===== config.mk =====
export PLATFORM = sky130hd
export DESIGN_NAME = nec_ir_frame_decoder
export DESIGN_NICKNAME = d
export VERILOG_FILES = /design/src/rtl/necd_pkg.sv /design/src/rtl/necd_classify.sv /design/src/rtl/necd_fifo.sv /design/src/rtl/necd_engine.sv /design/src/rtl/nec_ir_frame_decoder.sv
export SDC_FILE = /design/constraint.sdc
export NUM_CORES = 1
export LEC_CHECK = 0
export ABC_AREA = 1
export BUFFER_PORTS_ARGS = -buffer_cell sky130_fd_sc_hd__buf_2
export CORE_ASPECT_RATIO = 1.2
export CORE_MARGIN = 4
export CORE_UTILIZATION = 45
export CTS_CLUSTER_SIZE = 16
export DETAILED_ROUTE_END_ITERATION = 12
export PLACE_DENSITY = 0.63
export SLEW_MARGIN = 20
export SYNTH_ARGS = -nofsm -noshare
export SYNTH_HDL_FRONTEND = slang
export SYNTH_SLANG_ARGS = --single-unit

===== constraint.sdc =====
create_clock -name clk -period 3.6 [get_ports clk]
set_input_delay 0.18 -clock clk [delete_from_list [all_inputs] [get_ports clk]]
set_output_delay 0.18 -clock clk [all_outputs]
set_load 0.005 [all_outputs]

===== src/rtl/necd_pkg.sv =====
// ----------------------------------------------------------------------------
// necd_pkg
// Shared types, register codes and interval window helper for the NEC
// IR frame decoder.
// ----------------------------------------------------------------------------
package necd_pkg;

  localparam int TICK_W     = 16;
  localparam int CFG_IDX_W  = 3;
  localparam int FRAME_BITS = 32;
  localparam int CNT_W      = $clog2(FRAME_BITS) + 1;
  localparam int POS_W      = $clog2(FRAME_BITS);
  localparam int BYTE_W     = 8;

  localparam logic [CFG_IDX_W-1:0] REG_START_NOM  = 3'd0;
  localparam logic [CFG_IDX_W-1:0] REG_REPEAT_NOM = 3'd1;
  localparam logic [CFG_IDX_W-1:0] REG_ZERO_NOM   = 3'd2;
  localparam logic [CFG_IDX_W-1:0] REG_ONE_NOM    = 3'd3;
  localparam logic [CFG_IDX_W-1:0] REG_TOLERANCE  = 3'd4;

  localparam logic [TICK_W-1:0] START_NOM_RST  = 16'd12442;
  localparam logic [TICK_W-1:0] REPEAT_NOM_RST = 16'd10368;
  localparam logic [TICK_W-1:0] ZERO_NOM_RST   = 16'd1032;
  localparam logic [TICK_W-1:0] ONE_NOM_RST    = 16'd2074;
  localparam logic [TICK_W-1:0] TOLERANCE_RST  = 16'd500;

  // interval class hits, one per window
  typedef struct packed {
    logic start_hit;
    logic repeat_hit;
    logic zero_hit;
    logic one_hit;
  } necd_class_t;

  typedef struct packed {
    logic frame_ready;
    logic repeat_ready;
    logic check_failed;
  } necd_flags_t;

  typedef enum logic [2:0] {
    PH_IDLE = 3'b001,
    PH_LEAD = 3'b010,
    PH_RECV = 3'b100
  } necd_phase_t;

  // nom - tol < t < nom + tol, evaluated exactly in 17 bits
  function automatic logic in_window(input logic [TICK_W-1:0] t,
                                     input logic [TICK_W-1:0] nom,
                                     input logic [TICK_W-1:0] tol);
    logic [TICK_W:0] sum_t;
    logic [TICK_W:0] sum_n;
    sum_t = {1'b0, t} + {1'b0, tol};
    sum_n = {1'b0, nom} + {1'b0, tol};
    return (sum_t > {1'b0, nom}) && ({1'b0, t} < sum_n);
  endfunction

endpackage


===== src/rtl/necd_classify.sv =====
// ----------------------------------------------------------------------------
// necd_classify
// Front end: holds the timing registers and sorts each interval into the
// start, repeat, zero and one windows.
// ----------------------------------------------------------------------------
module necd_classify (
  input  logic                           clk,
  input  logic                           rst,
  input  logic                           cfg_valid,
  output logic                           cfg_ready,
  input  logic [necd_pkg::CFG_IDX_W-1:0] cfg_index,
  input  logic [necd_pkg::TICK_W-1:0]    cfg_data,
  input  logic [necd_pkg::TICK_W-1:0]    interval_ticks,
  output necd_pkg::necd_class_t          cls
);

  logic [necd_pkg::TICK_W-1:0] start_nom;
  logic [necd_pkg::TICK_W-1:0] repeat_nom;
  logic [necd_pkg::TICK_W-1:0] zero_nom;
  logic [necd_pkg::TICK_W-1:0] one_nom;
  logic [necd_pkg::TICK_W-1:0] tolerance;

  assign cfg_ready = 1'b1;

  always_ff @(posedge clk) begin
    if (rst) begin
      start_nom  <= necd_pkg::START_NOM_RST;
      repeat_nom <= necd_pkg::REPEAT_NOM_RST;
      zero_nom   <= necd_pkg::ZERO_NOM_RST;
      one_nom    <= necd_pkg::ONE_NOM_RST;
      tolerance  <= necd_pkg::TOLERANCE_RST;
    end else if (cfg_valid && cfg_ready) begin
      unique case (cfg_index)
        necd_pkg::REG_START_NOM:  start_nom  <= cfg_data;
        necd_pkg::REG_REPEAT_NOM: repeat_nom <= cfg_data;
        necd_pkg::REG_ZERO_NOM:   zero_nom   <= cfg_data;
        necd_pkg::REG_ONE_NOM:    one_nom    <= cfg_data;
        necd_pkg::REG_TOLERANCE:  tolerance  <= cfg_data;
        default: ;
      endcase
    end
  end

  always_comb begin
    cls.start_hit  = necd_pkg::in_window(interval_ticks, start_nom, tolerance);
    cls.repeat_hit = necd_pkg::in_window(interval_ticks, repeat_nom, tolerance);
    cls.zero_hit   = necd_pkg::in_window(interval_ticks, zero_nom, tolerance);
    cls.one_hit    = necd_pkg::in_window(interval_ticks, one_nom, tolerance);
  end

endmodule


===== src/rtl/necd_fifo.sv =====
// ----------------------------------------------------------------------------
// necd_fifo
// Two-entry queue of classified intervals between front and back end.
// ----------------------------------------------------------------------------
module necd_fifo (
  input  logic                  clk,
  input  logic                  rst,
  input  logic                  push,
  input  necd_pkg::necd_class_t push_data,
  output logic                  full,
  input  logic                  pop,
  output logic                  not_empty,
  output necd_pkg::necd_class_t pop_data
);

  necd_pkg::necd_class_t entries [2];
  logic                  wr_ptr;
  logic                  rd_ptr;
  logic [1:0]            count;

  assign full      = (count == 2'd2);
  assign not_empty = (count != 2'd0);
  assign pop_data  = entries[rd_ptr];

  always_ff @(posedge clk) begin
    if (push) begin
      entries[wr_ptr] <= push_data;
    end
  end

  always_ff @(posedge clk) begin
    if (rst) begin
      wr_ptr <= 1'b0;
      rd_ptr <= 1'b0;
      count  <= 2'd0;
    end else begin
      if (push) begin
        wr_ptr <= ~wr_ptr;
      end
      if (pop) begin
        rd_ptr <= ~rd_ptr;
      end
      case ({push, pop})
        2'b10:   count <= count + 2'd1;
        2'b01:   count <= count - 2'd1;
        default: count <= count;
      endcase
    end
  end

endmodule


===== src/rtl/necd_engine.sv =====
// ----------------------------------------------------------------------------
// necd_engine
// Back end: phase machine, bit assembly, complement check and the
// registered result beat.
// ----------------------------------------------------------------------------
module necd_engine (
  input  logic                        clk,
  input  logic                        rst,
  input  logic                        q_not_empty,
  input  necd_pkg::necd_class_t       q_data,
  output logic                        q_pop,
  output logic                        out_valid,
  input  logic                        out_stall,
  output necd_pkg::necd_flags_t       flags,
  output logic [necd_pkg::BYTE_W-1:0] address_out,
  output logic [necd_pkg::BYTE_W-1:0] command_out
);

  necd_pkg::necd_phase_t         phase, phase_next;
  logic [necd_pkg::CNT_W-1:0]    bit_count, bit_count_next;
  logic [necd_pkg::FRAME_BITS-1:0] shift_data, shift_data_next;
  logic [necd_pkg::BYTE_W-1:0]   latched_address, latched_address_next;
  logic [necd_pkg::BYTE_W-1:0]   latched_command, latched_command_next;
  necd_pkg::necd_flags_t         flags_next;
  logic                          check_ok;

  assign q_pop       = q_not_empty && (!out_valid || !out_stall);
  assign address_out = latched_address;
  assign command_out = latched_command;

  always_comb begin
    phase_next           = phase;
    bit_count_next       = bit_count;
    shift_data_next      = shift_data;
    latched_address_next = latched_address;
    latched_command_next = latched_command;
    flags_next           = '0;
    check_ok             = 1'b0;
    unique case (phase)
      necd_pkg::PH_LEAD: begin
        if (q_data.start_hit) begin
          phase_next = necd_pkg::PH_RECV;
        end else if (q_data.repeat_hit) begin
          flags_next.repeat_ready = 1'b1;
          phase_next              = necd_pkg::PH_IDLE;
        end
      end
      necd_pkg::PH_RECV: begin
        if (q_data.zero_hit || q_data.one_hit) begin
          shift_data_next[bit_count[necd_pkg::POS_W-1:0]] = !q_data.zero_hit;
          bit_count_next = bit_count + 1'b1;
        end else begin
          bit_count_next = '0;
          phase_next     = necd_pkg::PH_LEAD;
        end
        if (bit_count_next >= necd_pkg::CNT_W'(necd_pkg::FRAME_BITS)) begin
          check_ok = (shift_data_next[7:0] == ~shift_data_next[15:8]) &&
                     (shift_data_next[23:16] == ~shift_data_next[31:24]);
          bit_count_next = '0;
          phase_next     = necd_pkg::PH_IDLE;
          if (check_ok) begin
            latched_address_next   = shift_data_next[7:0];
            latched_command_next   = shift_data_next[23:16];
            flags_next.frame_ready = 1'b1;
          end else begin
            flags_next.check_failed = 1'b1;
          end
        end
      end
      default: begin
        phase_next     = necd_pkg::PH_LEAD;
        bit_count_next = '0;
      end
    endcase
  end

  always_ff @(posedge clk) begin
    if (q_pop) begin
      shift_data <= shift_data_next;
      flags      <= flags_next;
    end
  end

  always_ff @(posedge clk) begin
    if (rst) begin
      phase           <= necd_pkg::PH_IDLE;
      bit_count       <= '0;
      latched_address <= '0;
      latched_command <= '0;
      out_valid       <= 1'b0;
    end else begin
      if (q_pop) begin
        phase           <= phase_next;
        bit_count       <= bit_count_next;
        latched_address <= latched_address_next;
        latched_command <= latched_command_next;
        out_valid       <= 1'b1;
      end else if (!out_stall) begin
        out_valid <= 1'b0;
      end
    end
  end

  a_flags_exclusive: assert property (@(posedge clk) disable iff (rst)
    out_valid |-> $onehot0(flags))
    else $error("more than one result flag set");

  a_frame_to_idle: assert property (@(posedge clk) disable iff (rst)
    (q_pop && (flags_next.frame_ready || flags_next.check_failed))
      |=> (phase == necd_pkg::PH_IDLE) && (bit_count == '0))
    else $error("phase not idle after full frame");

  a_count_in_range: assert property (@(posedge clk) disable iff (rst)
    bit_count < necd_pkg::CNT_W'(necd_pkg::FRAME_BITS))
    else $error("bit count past frame length");

  a_count_only_recv: assert property (@(posedge clk) disable iff (rst)
    (bit_count != '0) |-> (phase == necd_pkg::PH_RECV))
    else $error("bit count nonzero outside reception");

  a_bytes_hold: assert property (@(posedge clk) disable iff (rst)
    !q_pop |=> $stable(latched_address) && $stable(latched_command))
    else $error("latched bytes changed without a beat");

endmodule


===== src/rtl/nec_ir_frame_decoder.sv =====
// ----------------------------------------------------------------------------
// nec_ir_frame_decoder
// Each accepted edge beat is queued and its result beat is registered at
// the engine output. Throughput: one edge beat per cycle while out_stall
// is low, set by the two-entry queue and the phase machine. in_stall rises
// only when the queue is full. Reset (rst, synchronous): phase idle, counters
// and latched bytes cleared, timing registers back to their nominal defaults.
// ----------------------------------------------------------------------------
// NEC IR frame decoder top level
// Front classifier, interval queue and back-end decode engine.
// ----------------------------------------------------------------------------
module nec_ir_frame_decoder (
  input  logic                           clk,
  input  logic                           rst,
  input  logic                           cfg_valid,
  output logic                           cfg_ready,
  input  logic [necd_pkg::CFG_IDX_W-1:0] cfg_index,
  input  logic [necd_pkg::TICK_W-1:0]    cfg_data,
  input  logic                           in_valid,
  output logic                           in_stall,
  input  logic [necd_pkg::TICK_W-1:0]    interval_ticks,
  output logic                           out_valid,
  input  logic                           out_stall,
  output logic                           frame_ready,
  output logic                           repeat_ready,
  output logic                           check_failed,
  output logic [necd_pkg::BYTE_W-1:0]    address_out,
  output logic [necd_pkg::BYTE_W-1:0]    command_out
);

  necd_pkg::necd_class_t cls;
  necd_pkg::necd_class_t q_data;
  necd_pkg::necd_flags_t flags;
  logic                  q_full;
  logic                  q_not_empty;
  logic                  q_pop;
  logic                  push;

  assign in_stall = q_full;
  assign push     = in_valid && !q_full;

  necd_classify u_classify (
    .clk            (clk),
    .rst            (rst),
    .cfg_valid      (cfg_valid),
    .cfg_ready      (cfg_ready),
    .cfg_index      (cfg_index),
    .cfg_data       (cfg_data),
    .interval_ticks (interval_ticks),
    .cls            (cls)
  );

  necd_fifo u_fifo (
    .clk       (clk),
    .rst       (rst),
    .push      (push),
    .push_data (cls),
    .full      (q_full),
    .pop       (q_pop),
    .not_empty (q_not_empty),
    .pop_data  (q_data)
  );

  necd_engine u_engine (
    .clk         (clk),
    .rst         (rst),
    .q_not_empty (q_not_empty),
    .q_data      (q_data),
    .q_pop       (q_pop),
    .out_valid   (out_valid),
    .out_stall   (out_stall),
    .flags       (flags),
    .address_out (address_out),
    .command_out (command_out)
  );

  assign frame_ready  = flags.frame_ready;
  assign repeat_ready = flags.repeat_ready;
  assign check_failed = flags.check_failed;

endmodule


==> results.toml, run 1 <==
[outcome]
outcome = "complete, no violations"

[drt]
ant_nets = 0
drt-wirelength-per-cell_um = 18.2
vias_per_cell = 5.45
wirelength_mm = 44.0
drc = 0
initialDrtViolationCount = 894
dr_total_vias = 13200
drtPass1Iterations = 6

[synth]
ys_warn_count = 0
syn-instance-count = 1876
yosysSeqAreaShare = 0.261
synth-async-reset-ratio = 0
netlist-cell-type-count = 49
netlist_area_um2 = 13400
syn-num-nets = 2130
ys_ff_latch = 154
synth-edff-count = 43
ys.flop_type = "dfxtp_1"
syn_avg_cell_area_um2 = 7.16

[floorplanning]
row_count = 69
dieArea_um2 = 32700
die_h_um = 197
ioPinCount = 62
start_util = 0.455
coreArea_um2 = 29500
die-width_um = 166

[clock_network]
clk_latency_ps = 450
clockBufferDepth = 2
clk_pin_slew_ps = 70
cts_root_buf = "clkbuf_16"
cts_tree = "yes"
htreeDepth = 4
cts_buffers = 17
clock_sinks = 154

[grt]
overflow = 0
grt_max_degree = 48
met2_usage = 0.488
grt_pass1_vias = 12900
grt_use_met1 = 0.302
gr-max-usage-layer = "met2"
grt_util_met3 = 0.0256
grt_pass1_wl_mm = 67.6
antenna_found_initial = 0
grt_util_all_layers = 0.263

[cells_and_area]
final_common_cell = "nand2_1"
stdcell_area_um2 = 15500
num_antenna_cells = 0
layout.nets = 2274
final_cell_mix = "nand2_1 (359), inv_1 (231), ha_1 (206)"
final_util = 0.526
nFillCells = 2932
layout-drive-gt1-share = 0.125
syn_to_final_growth_pct = 15.5

[timing]
whs_ps = 12.8
fin_crit_ps = 3450
fin_skew_ps = 15.0
finalSetupViolCount = 0
slew_headroom = 0.381
finalCritPeriodShare = 0.960
finalMaxSlewViolations = 0
fin_ws_ps = 145
worst_slew_pin_slew_ps = 927
fmax_mhz = 289
hold_viol_final = 0

[worst_setup_path]
slowest_delay_ps = 400
cp.arrival_ps = 3650
worst-path-max-fanout = 4
crit_path_top_delay_cell = "fa_2"
cpMostUsedCell = "nand2_1"
cp.buffers_inverters = 3
cp_cell_sequence = "ha_4 > inv_2 > fa_2 > o21ai_2 > nand2_1 > nand2_2 > nand3_2 > o21a_2 > buf_4 > xnor2_4 > ha_4 > nand2_1 > inv_1 > nand3_1 > nor3_2 > nand2_1 > nand4_1 > nand2_1 > nand2_1 > nand2_1 > nand2_1 > a21oi_2 > nor2_1"
crit_family = "simple AND/OR/NAND/NOR gates"
cp-end-kind = "register"
crit_type = "register to register"
critPathLaunchType = "register"
worstPathRequired_ps = 3800

[pwr]
total_power_mw = 5.98
p_leak_nw = 7.41
peakVddDrop_v = 0.000246
cellPowerDensity_nw_per_um2 = 385

[placement]
portBuffers = 60
dp_hpwl_mm = 35.3
pre_cts_ws_ps = -235
placed_area_um2 = 14800
place_congestion = 0.927

[hold_path]
hold_path_class = "primary input to register"

[flow_run]
cap_violations = 0
==> metrics by stage <==
| step | setup TNS [ps] | std cells |
|---|---|---|
| after floorplan | 0 | 1876 |
| after global routing | -24.0 | 2422 |
| final | 0 | 2422 |
| after detailed placement | -1350 | 2385 |
| after global placement | -730 | 2385 |
| after CTS | 0 | 2417 |
==> cells by family after synthesis <==
group / Yosys count / synth area share
xor gates and xnor gates: 71 / 0.0463
buffers and inverters: 283 / 0.0847
muxes: 2 / 0.00149
DFF: 154 / 0.261
and+or+nand+nor: 739 / 0.234
AOI/OAI and AO/OA: 412 / 0.170
other: 1 / 0.000279
adders and majority gates: 214 / 0.202
==> area by class of cell <==
cell class                      count  area, µm²  area share
Clock inverter                      9       87.6     0.00564
Clock buffer                       22        475      0.0306
Timing Repair Buffer              166       1100      0.0707
Sequential cell                   154       3510       0.226
Tap cell                          390        488      0.0314
Inverter                          242        908      0.0585
Multi-Input combinational cell   1439       8960       0.577
==> per-layer routing <==
metal,vias to the layer above,part of all wire
li1,6646,-
met1,6078,0.41
met2,375,0.50
met3,102,0.037
met4,0,0.051
met5,-,0
==> worst reg2reg max path, delay by kind of cell, from the launching register on <==
kind	cells	cell delay [ps]
DFF	1	360
adders and majority gates	3	810
buffers and inverters	3	240
and+or+nand+nor	13	930
AOI/OAI and AO/OA	3	600
xor gates and xnor gates	1	290
==> sequential cells by signal (all words and copies together) (netlist names), 16 cells and up, named ones only <==
register	flops
u_classify.tolerance	16
u_classify.start_nom	16
u_classify.zero_nom	16
u_classify.one_nom	16
u_classify.repeat_nom	16
u_engine.shift_data	32
==> report_power, final <==
part	switching (mW)	leakage (nW)	internal, mW
registers	0.103	1.29	1.90
clock network	0.797	0.277	1.01
logic	1.38	5.84	0.790
==> cells in the mapped netlist (all sizes together) (35+ instances only) <==
library cell | number | share of area
o21ai | 131 | 0.050
nor2 | 200 | 0.060
edfxtp | 43 | 0.096
nor3 | 39 | 0.015
dfxtp | 111 | 0.17
nand3 | 86 | 0.032
xor2 | 35 | 0.023
nand2 | 366 | 0.10
inv | 237 | 0.066
ha | 209 | 0.19
a21oi | 204 | 0.077
xnor2 | 36 | 0.023
nand4 | 41 | 0.020
==> worst paths after layout <==
kind	startpoint	to	slack, ps	cells after the start
worst max-delay path	u_classify.tolerance[0]	u_fifo.entries[1][2]	150	23
worst max register to register	u_classify.tolerance[0]	u_fifo.entries[1][2]	150	23
worst min-delay path	out_stall	u_engine.out_valid	10	3
worst min register to register	u_fifo.rd_ptr	u_fifo.rd_ptr	460	1
==> timing repair <==
item                                   CTS  global route
pin swaps                                3            18
setup buffers                            0             7
endpoints found under the hold margin    1             0
resized for setup                       14            35
hold buffers                             1             0
setup endpoints to repair                8             8
No activity file was read; power rests on OpenSTA's default activity.
==> inputs of run 2 (changes only) <==
==> constraint.sdc (replaced) <==
create_clock -name clk -period 3.1 [get_ports clk]
set_input_delay 0.155 -clock clk [delete_from_list [all_inputs] [get_ports clk]]
set_output_delay 0.155 -clock clk [all_outputs]
set_load 0.005 [all_outputs]
==> run 2 against run 1 <==
Effect of this change: first-iteration DRC count shrank 14%; critical path depth shrank 5; clock-buffer cell count is the same; maximum frequency grew 2.4%; highest routed layer unchanged; die area is the same; the flow now finishes with violations (setup timing); clock skew grew 1.4 ps; cell count grew 3.3%; sequential cell count is the same; sequential power grew 15%; register-to-register slack lost 420 ps; routed wire length grew 0.81%; largest power group unchanged; critical path type unchanged.
==> results.toml, run 2 (synthesis results as in run 1) <==
[timing]
grt_setup_unrepaired = "true"
whs_ps = 11.7
fin_ws_ps = -272
fmax_mhz = 297
hold_viol_final = 0
finalSetupViolCount = 8
fin_crit_ps = 3370
finalMaxSlewViolations = 0
setup_tns_ps = -1640
slew_headroom = 0.365
finalCritPeriodShare = 1.09
worst_slew_pin_slew_ps = 951
fin_skew_ps = 16.5

[worst_setup_path]
r2r-end = "u_fifo.entries[0][1]"
cp.arrival_ps = 3550
slowest_delay_ps = 360
cp_cell_sequence = "ha_4 > inv_2 > fa_2 > o21ai_4 > nand2_2 > nand2_4 > nand3_2 > o21a_4 > o21bai_4 > xor2_2 > buf_6 > ha_4 > a21oi_2 > o2111ai_1 > a21oi_1 > nand2_1 > o21ai_2 > nor2_1"
cp-end-kind = "register"
regToRegStartpoint = "u_classify.tolerance[0]"
cpMostUsedCell = "ha_4"
r2r_setup_slack_ps = -270
crit_path_top_delay_cell = "fa_2"
crit_type = "register to register"
worst-path-max-fanout = 3
worstPathRequired_ps = 3280
reg2reg_depth = 18
critPathLaunchType = "register"

[grt]
met2_usage = 0.492
grt_pass1_wl_mm = 67.7
gr-max-usage-layer = "met2"
grt_util_met3 = 0.0310
grt_pass1_vias = 12900
antenna_found_initial = 0
grt_use_met1 = 0.304
grt_util_all_layers = 0.262
overflow = 0
grt_max_degree = 92

[pwr]
pwr-share-comb = 0.394
peakVddDrop_v = 0.000326
p_seq_frac = 0.323
p_leak_nw = 7.86
swShare = 0.381
p_int_mw = 4.43
clockPowerShare = 0.283
p_sw_mw = 2.73
cellPowerDensity_nw_per_um2 = 431

[drt]
drt-wirelength-per-cell_um = 17.7
ant_nets = 0
initialDrtViolationCount = 767
dr_total_vias = 13600
vias_per_cell = 5.42
drc = 0
drtPass1Iterations = 5
wirelength_mm = 44.3

[cells_and_area]
final_common_cell = "nand2_1"
final_util = 0.563
final_cell_mix = "nand2_1 (353), inv_1 (230), ha_1 (196)"
final_cells = 2501
syn_to_final_growth_pct = 23.6
num_antenna_cells = 0
largest_register_ffs = 32
layout-drive-gt1-share = 0.192
largest-register = "u_engine.shift_data"
stdcell_area_um2 = 16600
layout.nets = 2353

[clock_network]
clk_pin_slew_ps = 70
cts_root_buf = "clkbuf_16"
cts_tree = "yes"
clock_sinks = 154
clk_latency_ps = 440
cts_buffers = 17
clockBufferDepth = 2
htreeDepth = 4

[hold_path]
worstHoldEndpoint = "u_classify.zero_nom[10]"
hold_path_class = "primary input to register"
hp-start = "cfg_data[10]"
min_path_cells = 3

[placement]
portBuffers = 60
dp_hpwl_mm = 34.9
placed_area_um2 = 15300
dp_cells = 2454
place_congestion = 0.976

[floorplanning]
die_h_um = 197
die-width_um = 166
ioPinCount = 62
row_count = 69
start_util = 0.455
coreArea_um2 = 29500
dieArea_um2 = 32700

[flow_run]
cap_violations = 0

[outcome]
violations = "setup timing"
outcome = "finished with violations"
==> run 2: cell types whose count changed in the layout (fill, tap and decap cells not counted), moves of 5 or more <==
cell / change
buf_4: +70
ha_1: -10
a21oi_2: +8
nor2_1: -5
a21oi_1: -11
o21ai_0: -8
o21ai_2: +5
nand2_1: -6
nor2_2: +5
ha_4: +10
==> run 2: worst max-delay path by stage <==
stage / slack, ps / start / endpoint / depth (start not counted)
after floorplan: 1 / u_classify.tolerance[0] / u_fifo.entries[0][1] / 17
after global placement: -570 / u_classify.tolerance[0] / u_fifo.entries[0][0] / 18
after detailed placement: -620 / u_classify.tolerance[0] / u_fifo.entries[0][0] / 18
after CTS: -230 / u_classify.tolerance[0] / u_fifo.entries[0][0] / 19
after global routing: -400 / u_classify.tolerance[0] / u_fifo.entries[0][1] / 18
final: -270 / u_classify.tolerance[0] / u_fifo.entries[0][1] / 18
==> run 2: final cells by class <==
class | count | area (µm²)
Clock buffer | 22 | 485
Sequential cell | 154 | 3520
Tap cell | 390 | 488
Inverter | 242 | 908
Clock inverter | 9 | 61.3
Fill cell | 2887 | 12900
Timing Repair Buffer | 245 | 1740
Multi-Input combinational cell | 1439 | 9410
==> run 2: per-stage QoR <==
stage / setup WS [ps] / total power, mW
finish: -272 / 7.16
global route: -401 / 7.59
CTS: -230 / 7.04
detailed placement: -625 / 4.90
global placement: -569 / 4.85
floorplan: 1.27 / 3.96
==> run 2: what timing repair did <==
item                                   CTS  global route
setup buffers                           11             5
setup endpoints to repair                8             8
gates resized for setup                 75            64
hold buffers                             4             0
pin swaps                               17            38
endpoints found under the hold margin    4             0
==> run 2: power by group through the flow <==
| stage | Combinational, mW | Sequential [mW] | Clock, mW |
|---|---|---|---|
| 6_report | 2.82 | 2.31 | 2.03 |
| 3_3_place_gp | 2.50 | 2.35 | 0 |
| 3_5_place_dp | 2.55 | 2.35 | 0 |
| 2_1_floorplan | 1.64 | 2.32 | 0 |
| 5_1_grt | 3.14 | 2.33 | 2.12 |
| 4_1_cts | 2.67 | 2.31 | 2.05 |
==> run 2: routing by layer <==
layer,vias up,share of wire
met1,6307,0.40
met5,-,0
met3,96,0.041
met4,0,0.041
met2,362,0.51
li1,6800,-
==> run 2: critical path, delay by kind of cell, from the launching register on <==
family | cells | cell delay (ps)
AND/OR/NAND/NOR | 5 | 450
flip-flops | 1 | 350
adder cells (fa/ha/maj) | 3 | 710
buffers and inverters | 2 | 180
AO/OA/AOI/OAI | 7 | 1250
XOR/XNOR | 1 | 180
==> inputs of run 3 (changes only) <==
==> constraint.sdc (replaced) <==
create_clock -name clk -period 3 [get_ports clk]
set_input_delay 0.15 -clock clk [delete_from_list [all_inputs] [get_ports clk]]
set_output_delay 0.15 -clock clk [all_outputs]
set_load 0.005 [all_outputs]
==> run 3 against run 2 <==
Effect of this change: combinational power is 5% higher; clock power grew 11%; cell area rose by 0.99%; the flow still finishes with violations (setup timing); critical endpoint is now u_fifo.entries[1][3]; hold slack better by 6.2 ps; worst setup slack worse by 150 ps; clock skew shrank 3.4 ps; largest cell class unchanged; power grew 6.3%; routed wire length is 1.5% higher; core utilization rose by 0.56 points; non-clock buffer count rose by 24.
==> results.toml, run 3 (synthesis results as in run 1) <==
[cells_and_area]
layout-drive-gt1-share = 0.195
final_cell_mix = "nand2_1 (354), inv_1 (228), ha_1 (198)"
final_common_cell = "nand2_1"
num_antenna_cells = 0
layout.nets = 2377
largest_register_ffs = 32
stdcell_area_um2 = 16800
syn_to_final_growth_pct = 24.9
final_cells = 2526
largest-register = "u_engine.shift_data"

[worst_setup_path]
worst-path-max-fanout = 3
r2r_setup_slack_ps = -420
critPathLaunchType = "register"
cp.arrival_ps = 3610
cp_cell_sequence = "ha_4 > inv_4 > fa_2 > o21ai_4 > buf_6 > a21oi_2 > nor2_2 > nor2_2 > xnor2_2 > buf_4 > ha_4 > a21oi_4 > nor3_2 > a211oi_1 > nand2_1 > a21oi_1 > o21bai_1 > a21oi_2 > nor2_4"
cp-end-kind = "register"
reg2reg_depth = 19
crit_path_top_delay_cell = "fa_2"
worstPathRequired_ps = 3190
slowest_delay_ps = 360
crit_type = "register to register"

[drt]
dr_total_vias = 13600
wl_met3_mm = 1.67
wirelength_mm = 45.0
wl_met2_mm = 22.8
ant_nets = 0
drc = 0
initialDrtViolationCount = 782
drt-wirelength-per-cell_um = 17.8
vias_per_cell = 5.40
drtPass1Iterations = 5
top_layer_used = "met4"
m1WireLength_mm = 18.1

[floorplanning]
die-width_um = 166
dieArea_um2 = 32700
start_util = 0.455
ioPinCount = 62
row_count = 69
coreArea_um2 = 29500
die_h_um = 197

[grt]
grt_pass1_vias = 13300
overflow = 0
grt_max_degree = 77
grt_pass1_wl_mm = 69.6
antenna_found_initial = 0
grt_util_all_layers = 0.269

[timing]
grt_setup_unrepaired = "true"
finalSetupViolCount = 8
slew_headroom = 0.420
hold_viol_final = 0
finalMaxSlewViolations = 0
fmax_mhz = 292
worst_slew_pin_slew_ps = 869
fin_skew_ps = 13.1
fin_ws_ps = -422
finalCritPeriodShare = 1.14
fin_crit_ps = 3420

[clock_network]
cts_tree = "yes"
clk_latency_ps = 450
clockBufferDepth = 2
clk_pin_slew_ps = 70
clock_sinks = 154
htreeDepth = 4
cts_buffers = 17
cts_root_buf = "clkbuf_16"

[pwr]
total_power_mw = 7.61
peakVddDrop_v = 0.000314
cellPowerDensity_nw_per_um2 = 454
p_leak_nw = 8.02

[placement]
dp_hpwl_mm = 36.1
placed_area_um2 = 15500
dp_cells = 2480
place_congestion = 0.993
portBuffers = 60

[flow_run]
cap_violations = 0

[hold_path]
hold_path_class = "primary input to register"
min_path_cells = 3

[outcome]
outcome = "finished with violations"
violations = "setup timing"
==> run 3: final timing paths <==
| check | startpoint | end |
|---|---|---|
| hold / removal | cfg_data[3] | u_classify.zero_nom[3] |
| setup reg to reg | u_classify.tolerance[0] | u_fifo.entries[1][3] |
| setup / recovery | u_classify.tolerance[0] | u_fifo.entries[1][3] |
| hold reg to reg | u_fifo.rd_ptr | u_fifo.rd_ptr |
==> run 3: per-stage QoR <==
step           setup slack (ps)  hold slack [ps]  utilization  TNS [ps]
2_1_floorplan             -81.2              276            -      -325
3_3_place_gp               -563              423        0.527     -4180
3_5_place_dp               -662              427        0.527     -4590
4_1_cts                    -355             6.85        0.556     -2750
5_1_grt                    -562             23.4        0.568     -4020
6_report                   -422             17.9        0.568     -2700
==> run 3: layout make-up <==
| cell class | count | area [µm²] |
|---|---|---|
| sequential | 154 | 3520 |
| multi-input combinational | 1439 | 9320 |
| inverter | 242 | 911 |
| fill | 2817 | 12700 |
| clock buffer | 25 | 528 |
| clock inverter | 7 | 75.1 |
| tap | 390 | 488 |
| timing repair buffer | 269 | 1940 |
==> run 3: layer usage <==
layer,vias to the layer above,GRT usage
met4,0,0.132
met3,104,0.0258
met2,350,0.501
li1,6861,-
met1,6325,0.309
met5,-,0
==> run 3: critical path: cells and delay by family, from the launching register on <==
kind	cells	cell delay (ps)
compound gates	7	1130
fa+ha+maj	3	720
simple gates	5	390
flops	1	350
buf+inv	3	340
xor+xnor	1	240
==> run 3: what timing repair did <==
| item | 4_1_cts | 5_1_grt |
|---|---|---|
| setup endpoints to repair | 8 | 9 |
| pin swaps | 26 | 45 |
| hold buffers | 6 | 0 |
| buffers inserted | 3 | 7 |
| resized for setup | 53 | 69 |
| gates cloned | 0 | 0 |
| endpoints found under the hold margin | 9 | 0 |
==> run 3: power by group <==
part           switching [mW]  internal [mW]
Combinational            1.78           1.17
Clock                   0.945           1.31
Sequential              0.123           2.28
Total                    2.85           4.77
